File: src/hhlt_pkg.sv
// Shared types and constants of the HTTP header line tokenizer.
package hhlt_pkg;

   localparam logic [2:0] KIND_KEY_CHAR  = 3'd0;
   localparam logic [2:0] KIND_KEY_DONE  = 3'd1;
   localparam logic [2:0] KIND_VAL_CHAR  = 3'd2;
   localparam logic [2:0] KIND_LINE_DONE = 3'd3;
   localparam logic [2:0] KIND_HDRS_DONE = 3'd4;
   localparam logic [2:0] KIND_MALFORMED = 3'd5;

   localparam logic [7:0] CH_TAB      = 8'h09;
   localparam logic [7:0] CH_LF       = 8'h0A;
   localparam logic [7:0] CH_VT       = 8'h0B;
   localparam logic [7:0] CH_FF       = 8'h0C;
   localparam logic [7:0] CH_CR       = 8'h0D;
   localparam logic [7:0] CH_SPACE    = 8'h20;
   localparam logic [7:0] CH_COLON    = 8'h3A;
   localparam logic [7:0] CH_UPPER_A  = 8'h41;
   localparam logic [7:0] CH_UPPER_Z  = 8'h5A;
   localparam logic [7:0] CASE_OFFSET = 8'h20;

   typedef enum logic [1:0] {
      PH_START,
      PH_KEY,
      PH_SKIP,
      PH_VALUE
   } phase_type;

   typedef enum logic [2:0] {
      ST_IDLE,
      ST_KEY2,
      ST_EVICT,
      ST_FLUSH,
      ST_FINAL
   } back_state_type;

   typedef struct packed {
      logic [7:0] data;
      logic [7:0] lower;
      logic       is_lf;
      logic       is_cr;
      logic       is_colon;
      logic       is_ws;
   } item_type;

   typedef struct packed {
      logic [2:0] kind;
      logic [7:0] data;
      logic       last;
   } rsp_type;

   typedef struct packed {
      phase_type phase;
      logic      flushing;
      logic      held_empty;
   } stat_type;

endpackage

File: src/hhlt_if.sv
// Valid/ready channel interfaces for the byte input and the token output.
interface hhlt_req_if;
   logic       valid;
   logic       ready;
   logic [7:0] in_byte;

   modport source (output valid, output in_byte, input ready);
   modport sink (input valid, input in_byte, output ready);
endinterface

interface hhlt_rsp_if;
   logic       valid;
   logic       ready;
   logic [2:0] out_kind;
   logic [7:0] out_byte;
   logic       last;

   modport source (output valid, output out_kind, output out_byte, output last, input ready);
   modport sink (input valid, input out_kind, input out_byte, input last, output ready);
endinterface

File: src/http_header_line_tokenizer.sv
// Top level of the HTTP header line tokenizer.
// Takes one header byte per transfer and produces key, value and line tokens, with key
// characters lowercased, leading value whitespace skipped and trailing whitespace dropped.
// A byte that yields at most one token, or none, is handled in ST_IDLE alone. A CR at line
// start followed by a key byte passes through ST_KEY2, and a whitespace byte that pushes
// out the oldest held byte through ST_EVICT. A non-space value byte after held whitespace
// passes through ST_FLUSH, reading the held-whitespace RAM one entry per cycle unless the
// output stalls, then ST_FINAL. A two-entry queue lets the input take up to two more bytes
// meanwhile. The back end stalls while a token waits in the output register to be taken.
module http_header_line_tokenizer
   import hhlt_pkg::*;
#(
   parameter int HELD_DEPTH = 16
) (
   input  logic       clock,
   input  logic       reset,
   hhlt_req_if.sink   req_ch,
   hhlt_rsp_if.source rsp_ch
);

   logic     push;
   item_type push_item;
   logic     queue_full;
   logic     pop;
   logic     q_valid;
   item_type q_item;
   stat_type stat;

   hhlt_front u_front (
      .req_ch     (req_ch),
      .queue_full (queue_full),
      .push       (push),
      .push_item  (push_item)
   );

   hhlt_queue u_queue (
      .clock     (clock),
      .reset     (reset),
      .push      (push),
      .push_item (push_item),
      .full      (queue_full),
      .pop       (pop),
      .valid     (q_valid),
      .head_item (q_item)
   );

   hhlt_back #(
      .HELD_DEPTH (HELD_DEPTH)
   ) u_back (
      .clock   (clock),
      .reset   (reset),
      .q_valid (q_valid),
      .q_item  (q_item),
      .pop     (pop),
      .rsp_ch  (rsp_ch),
      .stat    (stat)
   );

   // Whitespace is only ever held while inside a value.
   a_held_only_in_value: assert property (@(posedge clock) disable iff (reset)
      (stat.phase != PH_VALUE) |-> stat.held_empty)
      else $error("held whitespace outside of a value");

   a_flush_not_empty: assert property (@(posedge clock) disable iff (reset)
      stat.flushing |-> !stat.held_empty)
      else $error("flushing an empty whitespace store");

   a_hdrs_done_clean: assert property (@(posedge clock) disable iff (reset)
      (rsp_ch.valid && rsp_ch.out_kind == KIND_HDRS_DONE) |->
         (stat.phase == PH_START && stat.held_empty))
      else $error("headers done while line state is not cleared");

endmodule

File: src/hhlt_ram.sv
// Generic single-port-write, single-port-read RAM with registered read data.
module hhlt_ram #(
   parameter int WIDTH = 8,
   parameter int DEPTH = 16,
   localparam int ADDR_W = (DEPTH > 1) ? $clog2(DEPTH) : 1
) (
   input  logic              clock,
   input  logic              wr_en,
   input  logic [ADDR_W-1:0] wr_addr,
   input  logic [WIDTH-1:0]  wr_data,
   input  logic              rd_en,
   input  logic [ADDR_W-1:0] rd_addr,
   output logic [WIDTH-1:0]  rd_data
);

   logic [WIDTH-1:0] mem_ff [DEPTH];
   logic [WIDTH-1:0] rd_data_ff;

   always_ff @(posedge clock) begin
      if (wr_en) begin
         mem_ff[wr_addr] <= wr_data;
      end
      if (rd_en) begin
         rd_data_ff <= mem_ff[rd_addr];
      end
   end

   assign rd_data = rd_data_ff;

endmodule

File: src/hhlt_front.sv
// Front end: accepts raw bytes and classifies them for the back end.
module hhlt_front
   import hhlt_pkg::*;
(
   hhlt_req_if.sink   req_ch,
   input  logic       queue_full,
   output logic       push,
   output item_type   push_item
);

   function automatic item_type classify(input logic [7:0] b);
      item_type it;
      it.data     = b;
      it.lower    = (b >= CH_UPPER_A && b <= CH_UPPER_Z) ? b + CASE_OFFSET : b;
      it.is_lf    = (b == CH_LF);
      it.is_cr    = (b == CH_CR);
      it.is_colon = (b == CH_COLON);
      it.is_ws    = (b == CH_SPACE) || (b == CH_TAB) || (b == CH_LF) ||
                    (b == CH_VT) || (b == CH_FF) || (b == CH_CR);
      return it;
   endfunction

   assign req_ch.ready = !queue_full;
   assign push         = req_ch.valid && !queue_full;
   assign push_item    = classify(req_ch.in_byte);

endmodule

File: src/hhlt_queue.sv
// Two-entry queue of classified bytes between the front and back ends.
module hhlt_queue
   import hhlt_pkg::*;
(
   input  logic     clock,
   input  logic     reset,
   input  logic     push,
   input  item_type push_item,
   output logic     full,
   input  logic     pop,
   output logic     valid,
   output item_type head_item
);

   item_type   entry_ff [2];
   logic [1:0] count_ff;
   logic [1:0] count_in;
   logic       wr_ptr_ff;
   logic       wr_ptr_in;
   logic       rd_ptr_ff;
   logic       rd_ptr_in;

   assign full      = (count_ff == 2'd2);
   assign valid     = (count_ff != 2'd0);
   assign head_item = entry_ff[rd_ptr_ff];

   always_comb begin
      wr_ptr_in = push ? !wr_ptr_ff : wr_ptr_ff;
      rd_ptr_in = pop ? !rd_ptr_ff : rd_ptr_ff;
      count_in  = count_ff + {1'b0, push} - {1'b0, pop};
   end

   always_ff @(posedge clock) begin
      if (reset) begin
         count_ff  <= 2'd0;
         wr_ptr_ff <= 1'b0;
         rd_ptr_ff <= 1'b0;
      end else begin
         count_ff  <= count_in;
         wr_ptr_ff <= wr_ptr_in;
         rd_ptr_ff <= rd_ptr_in;
      end
   end

   always_ff @(posedge clock) begin
      if (push) begin
         entry_ff[wr_ptr_ff] <= push_item;
      end
   end

endmodule

File: src/hhlt_back.sv
// Back end: line-phase state machine, held-whitespace store and token output register.
module hhlt_back
   import hhlt_pkg::*;
#(
   parameter int HELD_DEPTH = 16
) (
   input  logic      clock,
   input  logic      reset,
   input  logic      q_valid,
   input  item_type  q_item,
   output logic      pop,
   hhlt_rsp_if.source rsp_ch,
   output stat_type  stat
);

   localparam int PTR_W = (HELD_DEPTH > 1) ? $clog2(HELD_DEPTH) : 1;
   localparam int CNT_W = $clog2(HELD_DEPTH + 1);

   back_state_type   state_ff;
   back_state_type   state_in;
   phase_type        phase_ff;
   phase_type        phase_in;
   logic             held_cr_ff;
   logic             held_cr_in;
   logic [CNT_W-1:0] count_ff;
   logic [CNT_W-1:0] count_in;
   logic [PTR_W-1:0] head_ff;
   logic [PTR_W-1:0] head_in;
   logic [PTR_W-1:0] tail_ff;
   logic [PTR_W-1:0] tail_in;
   item_type         cur_ff;
   item_type         cur_in;
   logic             out_valid_ff;
   logic             out_valid_in;
   rsp_type          out_ff;
   rsp_type          out_in;

   logic             out_free;
   logic             take;
   logic             held_full;
   logic [PTR_W-1:0] head_next;
   logic [PTR_W-1:0] tail_next;
   logic             ram_we;
   logic [7:0]       ram_wdata;
   logic             ram_re;
   logic [PTR_W-1:0] ram_raddr;
   logic [7:0]       ram_rdata;

   function automatic logic [PTR_W-1:0] wrap_inc(input logic [PTR_W-1:0] p);
      return (p == PTR_W'(HELD_DEPTH - 1)) ? '0 : p + PTR_W'(1);
   endfunction

   function automatic rsp_type key_rsp(input item_type it);
      rsp_type r;
      if (it.is_colon) begin
         r = '{kind: KIND_KEY_DONE, data: 8'h00, last: 1'b1};
      end else if (it.is_lf) begin
         r = '{kind: KIND_MALFORMED, data: 8'h00, last: 1'b1};
      end else begin
         r = '{kind: KIND_KEY_CHAR, data: it.lower, last: 1'b1};
      end
      return r;
   endfunction

   function automatic phase_type key_phase(input item_type it);
      phase_type p;
      if (it.is_colon) begin
         p = PH_SKIP;
      end else if (it.is_lf) begin
         p = PH_START;
      end else begin
         p = PH_KEY;
      end
      return p;
   endfunction

   assign out_free  = !out_valid_ff || rsp_ch.ready;
   assign take      = (state_ff == ST_IDLE) && q_valid && out_free;
   assign held_full = (count_ff == CNT_W'(HELD_DEPTH));
   assign head_next = wrap_inc(head_ff);
   assign tail_next = wrap_inc(tail_ff);

   // Next state.
   always_comb begin
      state_in = state_ff;
      case (state_ff)
         ST_IDLE: begin
            if (take) begin
               if (phase_ff == PH_START && !q_item.is_lf && held_cr_ff) begin
                  state_in = ST_KEY2;
               end else if (phase_ff == PH_VALUE && !q_item.is_lf) begin
                  if (q_item.is_ws && held_full) begin
                     state_in = ST_EVICT;
                  end else if (!q_item.is_ws && count_ff != '0) begin
                     state_in = ST_FLUSH;
                  end
               end
            end
         end
         ST_KEY2: begin
            if (out_free) begin
               state_in = ST_IDLE;
            end
         end
         ST_EVICT: begin
            if (out_free) begin
               state_in = ST_IDLE;
            end
         end
         ST_FLUSH: begin
            if (out_free && count_ff == CNT_W'(1)) begin
               state_in = ST_FINAL;
            end
         end
         ST_FINAL: begin
            if (out_free) begin
               state_in = ST_IDLE;
            end
         end
         default: begin
            state_in = ST_IDLE;
         end
      endcase
   end

   // Datapath and outputs.
   always_comb begin
      phase_in     = phase_ff;
      held_cr_in   = held_cr_ff;
      count_in     = count_ff;
      head_in      = head_ff;
      tail_in      = tail_ff;
      cur_in       = cur_ff;
      out_valid_in = out_valid_ff && !rsp_ch.ready;
      out_in       = out_ff;
      pop          = 1'b0;
      ram_we       = 1'b0;
      ram_wdata    = cur_ff.data;
      ram_re       = 1'b0;
      ram_raddr    = head_ff;

      case (state_ff)
         ST_IDLE: begin
            if (take) begin
               pop    = 1'b1;
               cur_in = q_item;
               case (phase_ff)
                  PH_START: begin
                     if (q_item.is_lf) begin
                        out_valid_in = 1'b1;
                        out_in       = '{kind: KIND_HDRS_DONE, data: 8'h00, last: 1'b1};
                        held_cr_in   = 1'b0;
                        count_in     = '0;
                        head_in      = '0;
                        tail_in      = '0;
                     end else if (held_cr_ff) begin
                        // The held CR turns out to be part of a key.
                        held_cr_in   = 1'b0;
                        out_valid_in = 1'b1;
                        out_in       = '{kind: KIND_KEY_CHAR, data: CH_CR, last: 1'b0};
                        phase_in     = PH_KEY;
                     end else if (q_item.is_cr) begin
                        held_cr_in = 1'b1;
                     end else begin
                        out_valid_in = 1'b1;
                        out_in       = key_rsp(q_item);
                        phase_in     = key_phase(q_item);
                     end
                  end
                  PH_KEY: begin
                     out_valid_in = 1'b1;
                     out_in       = key_rsp(q_item);
                     phase_in     = key_phase(q_item);
                  end
                  PH_SKIP: begin
                     if (q_item.is_lf) begin
                        out_valid_in = 1'b1;
                        out_in       = '{kind: KIND_LINE_DONE, data: 8'h00, last: 1'b1};
                        phase_in     = PH_START;
                     end else if (!q_item.is_ws) begin
                        out_valid_in = 1'b1;
                        out_in       = '{kind: KIND_VAL_CHAR, data: q_item.data, last: 1'b1};
                        phase_in     = PH_VALUE;
                     end
                  end
                  PH_VALUE: begin
                     if (q_item.is_lf) begin
                        out_valid_in = 1'b1;
                        out_in       = '{kind: KIND_LINE_DONE, data: 8'h00, last: 1'b1};
                        phase_in     = PH_START;
                        count_in     = '0;
                        head_in      = '0;
                        tail_in      = '0;
                     end else if (q_item.is_ws) begin
                        if (held_full) begin
                           ram_re = 1'b1;
                        end else begin
                           ram_we    = 1'b1;
                           ram_wdata = q_item.data;
                           tail_in   = tail_next;
                           count_in  = count_ff + CNT_W'(1);
                        end
                     end else if (count_ff == '0) begin
                        out_valid_in = 1'b1;
                        out_in       = '{kind: KIND_VAL_CHAR, data: q_item.data, last: 1'b1};
                     end else begin
                        ram_re = 1'b1;
                     end
                  end
                  default: begin
                     phase_in = PH_START;
                  end
               endcase
            end
         end
         ST_KEY2: begin
            if (out_free) begin
               out_valid_in = 1'b1;
               out_in       = key_rsp(cur_ff);
               phase_in     = key_phase(cur_ff);
            end
         end
         ST_EVICT: begin
            // Store is full, so the tail slot is the one just read out.
            if (out_free) begin
               out_valid_in = 1'b1;
               out_in       = '{kind: KIND_VAL_CHAR, data: ram_rdata, last: 1'b1};
               ram_we       = 1'b1;
               ram_wdata    = cur_ff.data;
               head_in      = head_next;
               tail_in      = tail_next;
            end
         end
         ST_FLUSH: begin
            if (out_free) begin
               out_valid_in = 1'b1;
               out_in       = '{kind: KIND_VAL_CHAR, data: ram_rdata, last: 1'b0};
               head_in      = head_next;
               count_in     = count_ff - CNT_W'(1);
               if (count_ff != CNT_W'(1)) begin
                  ram_re    = 1'b1;
                  ram_raddr = head_next;
               end
            end
         end
         ST_FINAL: begin
            if (out_free) begin
               out_valid_in = 1'b1;
               out_in       = '{kind: KIND_VAL_CHAR, data: cur_ff.data, last: 1'b1};
            end
         end
         default: begin
            out_valid_in = 1'b0;
         end
      endcase
   end

   always_ff @(posedge clock) begin
      if (reset) begin
         state_ff     <= ST_IDLE;
         phase_ff     <= PH_START;
         held_cr_ff   <= 1'b0;
         count_ff     <= '0;
         head_ff      <= '0;
         tail_ff      <= '0;
         out_valid_ff <= 1'b0;
      end else begin
         state_ff     <= state_in;
         phase_ff     <= phase_in;
         held_cr_ff   <= held_cr_in;
         count_ff     <= count_in;
         head_ff      <= head_in;
         tail_ff      <= tail_in;
         out_valid_ff <= out_valid_in;
      end
   end

   always_ff @(posedge clock) begin
      cur_ff <= cur_in;
      out_ff <= out_in;
   end

   hhlt_ram #(
      .WIDTH (8),
      .DEPTH (HELD_DEPTH)
   ) u_held_ram (
      .clock   (clock),
      .wr_en   (ram_we),
      .wr_addr (tail_ff),
      .wr_data (ram_wdata),
      .rd_en   (ram_re),
      .rd_addr (ram_raddr),
      .rd_data (ram_rdata)
   );

   assign rsp_ch.valid    = out_valid_ff;
   assign rsp_ch.out_kind = out_ff.kind;
   assign rsp_ch.out_byte = out_ff.data;
   assign rsp_ch.last     = out_ff.last;

   assign stat.phase      = phase_ff;
   assign stat.flushing   = (state_ff == ST_FLUSH);
   assign stat.held_empty = (count_ff == '0);

endmodule
File: src/flat_wrapper.sv
// flat-port wrapper written by rule: the top's interface ports become plain ports
module http_header_line_tokenizer_flat import hhlt_pkg::*;
#(
   parameter int HELD_DEPTH = 16
)
  (clock, reset, req_ch_valid, req_ch_in_byte, req_ch_ready, rsp_ch_valid, rsp_ch_out_kind, rsp_ch_out_byte, rsp_ch_last, rsp_ch_ready);
  hhlt_req_if req_ch_i ();
  hhlt_rsp_if rsp_ch_i ();
  input  logic clock;
  input  logic reset;
  input wire logic [$bits(req_ch_i.valid)-1:0] req_ch_valid;
  input wire logic [$bits(req_ch_i.in_byte)-1:0] req_ch_in_byte;
  output wire logic [$bits(req_ch_i.ready)-1:0] req_ch_ready;
  output wire logic [$bits(rsp_ch_i.valid)-1:0] rsp_ch_valid;
  output wire logic [$bits(rsp_ch_i.out_kind)-1:0] rsp_ch_out_kind;
  output wire logic [$bits(rsp_ch_i.out_byte)-1:0] rsp_ch_out_byte;
  output wire logic [$bits(rsp_ch_i.last)-1:0] rsp_ch_last;
  input wire logic [$bits(rsp_ch_i.ready)-1:0] rsp_ch_ready;
  assign req_ch_i.valid = req_ch_valid;
  assign req_ch_i.in_byte = req_ch_in_byte;
  assign req_ch_ready = req_ch_i.ready;
  assign rsp_ch_valid = rsp_ch_i.valid;
  assign rsp_ch_out_kind = rsp_ch_i.out_kind;
  assign rsp_ch_out_byte = rsp_ch_i.out_byte;
  assign rsp_ch_last = rsp_ch_i.last;
  assign rsp_ch_i.ready = rsp_ch_ready;
  http_header_line_tokenizer #(.HELD_DEPTH(HELD_DEPTH)) u_core (.clock(clock), .reset(reset), .req_ch(req_ch_i), .rsp_ch(rsp_ch_i));
endmodule
File: config.mk
export PLATFORM = sky130hd
export DESIGN_NAME = http_header_line_tokenizer_flat
export DESIGN_NICKNAME = d
export VERILOG_FILES = /design/src/hhlt_pkg.sv /design/src/hhlt_if.sv /design/src/http_header_line_tokenizer.sv /design/src/hhlt_ram.sv /design/src/hhlt_front.sv /design/src/hhlt_queue.sv /design/src/hhlt_back.sv /design/src/flat_wrapper.sv
export SDC_FILE = /design/constraint.sdc
export NUM_CORES = 1
export LEC_CHECK = 0
export BUFFER_PORTS_ARGS = -buffer_cell sky130_fd_sc_hd__buf_2
export CORE_MARGIN = 10
export CORE_UTILIZATION = 25
export CTS_CLUSTER_SIZE = 30
export DETAILED_ROUTE_END_ITERATION = 10
export HOLD_SLACK_MARGIN = 0.1
export PLACE_DENSITY = 0.35
export SLEW_MARGIN = 20
export SYNTH_ARGS = -nofsm -noshare
export SYNTH_HDL_FRONTEND = slang
export SYNTH_SLANG_ARGS = --single-unit
File: constraint.sdc
create_clock -name clock -period 4.67 [get_ports clock]
set_input_delay 0.467 -clock clock [delete_from_list [all_inputs] [get_ports clock]]
set_output_delay 0.467 -clock clock [all_outputs]
set_load 0.02 [all_outputs]
==> results.py <==
metrics = {
    "yosys": {
        "synth-edff-count": 191,
        "syn_inst": 732,
        "synth.distinct_cells": 65,
        "synth_warnings": 0,
        "synth_mux_area_share_pct": 17.0,
        "synth-seq-cells": 216,
        "synthXorXnorAreaFrac_pct": 0.596,
        "synthArstFlopShare_pct": 0,
        "syn_area_um2": 10500,
        "synth_top_area_share_pct": 54.6,
        "synth_top_family_by_area": "multiplexers",
        "yosysMostFrequentCell": "edfxtp_1",
        "synthFlopType": "edfxtp_1",
        "synth_area_leaders": "edfxtp_1, mux4_2, dfxtp_1, nor2_1, ha_1",
        "synth.largest_area_cell": "edfxtp_1",
        "ys_top_cells_by_count": "edfxtp_1, mux4_2, nor2_1",
        "synth_compound_area_share_pct": 9.87,
        "avgSynthCellArea_um2": 14.3,
        "syn_nets": 760,
        "synthAdderAreaFrac_pct": 1.91,
        "yosys.area_share.simple_pct": 8.73,
        "ys_seq_area_share_pct": 59.4,
    },
    "timing": {
        "worst_slew_pin_slew_ns": 0.974,
        "fin_skew_ns": 0.0142,
        "rsz0062_at_grt": "false",
        "slew-limit-headroom_pct": 34.8,
        "final.period_utilization_pct": 67.7,
        "setup_viol": 0,
        "holdWs_ns": 0.169,
        "fin_crit_ns": 3.16,
        "worst_slack_ns": 1.51,
        "finalMaxSlewViolations": 0,
        "finalHoldViolCount": 0,
        "fmax_ghz": 0.316,
        "setup_tns_ns": 0,
    },
    "drt": {
        "ant_nets": 0,
        "viasPerCell": 5.08,
        "drt-pass1-iter-count": 5,
        "drc": 0,
        "drt_iter0_markers": 600,
        "wl_um": 30100,
        "via_count": 6723,
        "wire_per_inst_um": 22.7,
    },
    "finish": {
        "stdcell_area_um2": 12300,
        "n_antenna_cell": 0,
        "final_nets": 792,
        "fill_cells": 4138,
        "syn_to_final_growth_pct": 17.0,
        "final_layout_size_suffix_gt1_share_pct": 23.6,
    },
    "place": {
        "dpl.hpwl_um": 20700,
        "dpl_worst_slack_ns": 1.47,
        "post_dp_cell_area_um2": 11300,
        "gp_congestion": 0.807,
        "io_buffers": 25,
    },
    "global_routing": {
        "grt_max_degree": 31,
        "grt_pass1_wl_um": 46200,
        "grt_pass1_vias": 7153,
        "grt-ovfl-total": 0,
        "grt_antenna_before_repair": 0,
        "track_usage_pct": 12.0,
    },
    "outcome": {
        "status": "finished clean",
    },
    "cts": {
        "post_cts_buffers": 0,
        "ctsResizeCount": 0,
        "cts_tree": "done",
        "numCtsBuffers": 28,
        "htree_levels": 1,
        "clock-root-buffer": "clkbuf_16",
        "cts_buffer_depth": 3,
        "cts_sinks": 216,
        "cts_hold_buf": 0,
        "clk_pin_slew_worst_paths_ns": 0.06,
        "clk_latency_ns": 0.55,
    },
    "floorplan": {
        "io_pins": 26,
        "rows": 75,
        "dieHeight_um": 225,
        "design.core.area_um2": 41800,
        "dieArea_um2": 50600,
        "initial_core_util_pct": 25.1,
        "die_x_um": 225,
    },
    "worst_setup_path": {
        "worst_setup_path_end_kind": "register",
        "worstPathMaxFanout": 16,
        "cp_data_required_time_ns": 4.95,
        "cp-start-kind": "register",
        "startpoint": "u_core.u_back.head_ff[0]",
        "crit_type": "reg2reg",
        "timing.rr.start": "u_core.u_back.head_ff[0]",
        "arrival_ns": 3.44,
    },
    "min_path": {
        "worstHoldStart": "req_ch_in_byte[3]",
        "hold_path.class": "in2reg",
    },
    "power": {
        "leakagePower_nw": 3.92,
        "ir_drop_mv": 0.297,
        "power_density_nw_per_um2": 561,
        "fin_total_pwr_mw": 6.88,
    },
    "job": {
        "drv_cap": 0,
    },
}
[metrics by stage]
stage               std cells  util, %
floorplan                 732        -
global placement         1273     27.0
detailed placement       1273     27.0
CTS                      1324     29.4
global route             1324     29.4
finish                   1324     29.4
[per-layer routing]
metal  share of wire [%]  global-route usage, %
met5                   0                      0
met4                 2.0                   3.31
met3                 4.3                   2.00
met2                  48                   19.8
met1                  45                   16.0
[worst max-delay path: stages, from the launching register on]
cell     delay [ns]
dfxtp_2        0.62
ha_1           0.40
inv_1          0.08
a311o_2        0.63
buf_4          0.31
mux4_2         0.44
mux2i_1        0.14
a211o_1        0.17
o31ai_1        0.09
[worst paths after layout]
| check | slack (ns) | endpoint | cells past startpoint |
|---|---|---|---|
| worst max-delay path | 1.51 | u_core.u_back.u_held_ram.rd_data[2] | 8 |
| worst min-delay path | 0.17 | u_core.u_queue.entry_ff[0][15] | 1 |
| worst max register to register | 1.51 | u_core.u_back.u_held_ram.rd_data[2] | 8 |
| worst min register to register | 0.53 | u_core.u_back.head_ff[1] | 2 |
[power breakdown]
group / switching, mW / internal [mW] / total [mW]
Combinational: 1.27 / 0.596 / 1.86
Sequential: 0.139 / 2.58 / 2.72
Clock: 0.823 / 1.48 / 2.30
Total: 2.23 / 4.65 / 6.88
[area by class of cell]
class / instances / area (um^2) / share of cell area, %
Sequential cell: 216 / 6240 / 50.8
Multi-Input combinational cell: 454 / 4020 / 32.7
Clock buffer: 37 / 766 / 6.24
Tap cell: 539 / 674 / 5.49
Timing Repair Buffer: 48 / 298 / 2.43
Clock inverter: 14 / 223 / 1.81
Inverter: 16 / 60.1 / 0.489
[cell usage in the layout, fill, tap and decap left out, types with 16 or more instances in the layout]
cell	synthesis	layout
buf_4	4	23
mux4_2	64	64
o21ai_0	30	30
nand2_1	27	27
nor3_1	24	24
a21oi_1	38	38
dfxtp_1	25	23
buf_2	11	25
clkbuf_16	0	29
mux2_2	17	17
ha_1	16	16
edfxtp_1	191	191
nor2_1	62	61
[sequential cells by signal (all words and copies together) (netlist names), named ones only]
| register | cells |
|---|---|
| u_core.u_queue.rd_ptr_ff | 1 |
| u_core.u_back.tail_ff | 4 |
| u_core.u_back.held_cr_ff | 1 |
| u_core.u_back.rsp_ch.out_byte | 8 |
| u_core.u_back.head_ff | 4 |
| u_core.u_back.state_ff | 3 |
| u_core.u_back.phase_ff | 2 |
| u_core.u_queue.entry_ff | 30 |
| u_core.u_back.count_ff | 5 |
| u_core.u_queue.count_ff | 2 |
| u_core.u_queue.wr_ptr_ff | 1 |
| u_core.u_back.u_held_ram.mem_ff | 128 |
| u_core.u_back.cur_ff | 13 |
| u_core.u_back.rsp_ch.valid | 1 |
| u_core.u_back.rsp_ch.last | 1 |
| u_core.u_back.u_held_ram.rd_data | 8 |
| u_core.u_back.rsp_ch.out_kind | 3 |
[cell families (layout without fill, tap and decap cells)]
group           count (synthesis)  in the layout
flops                         216            216
compound gates                158            158
simple gates                  179            179
xor+xnor                        5              5
fa+ha+maj                      16             16
buf+inv                        62            115
mux                            96             96
No activity file was read; power rests on OpenSTA's default activity.
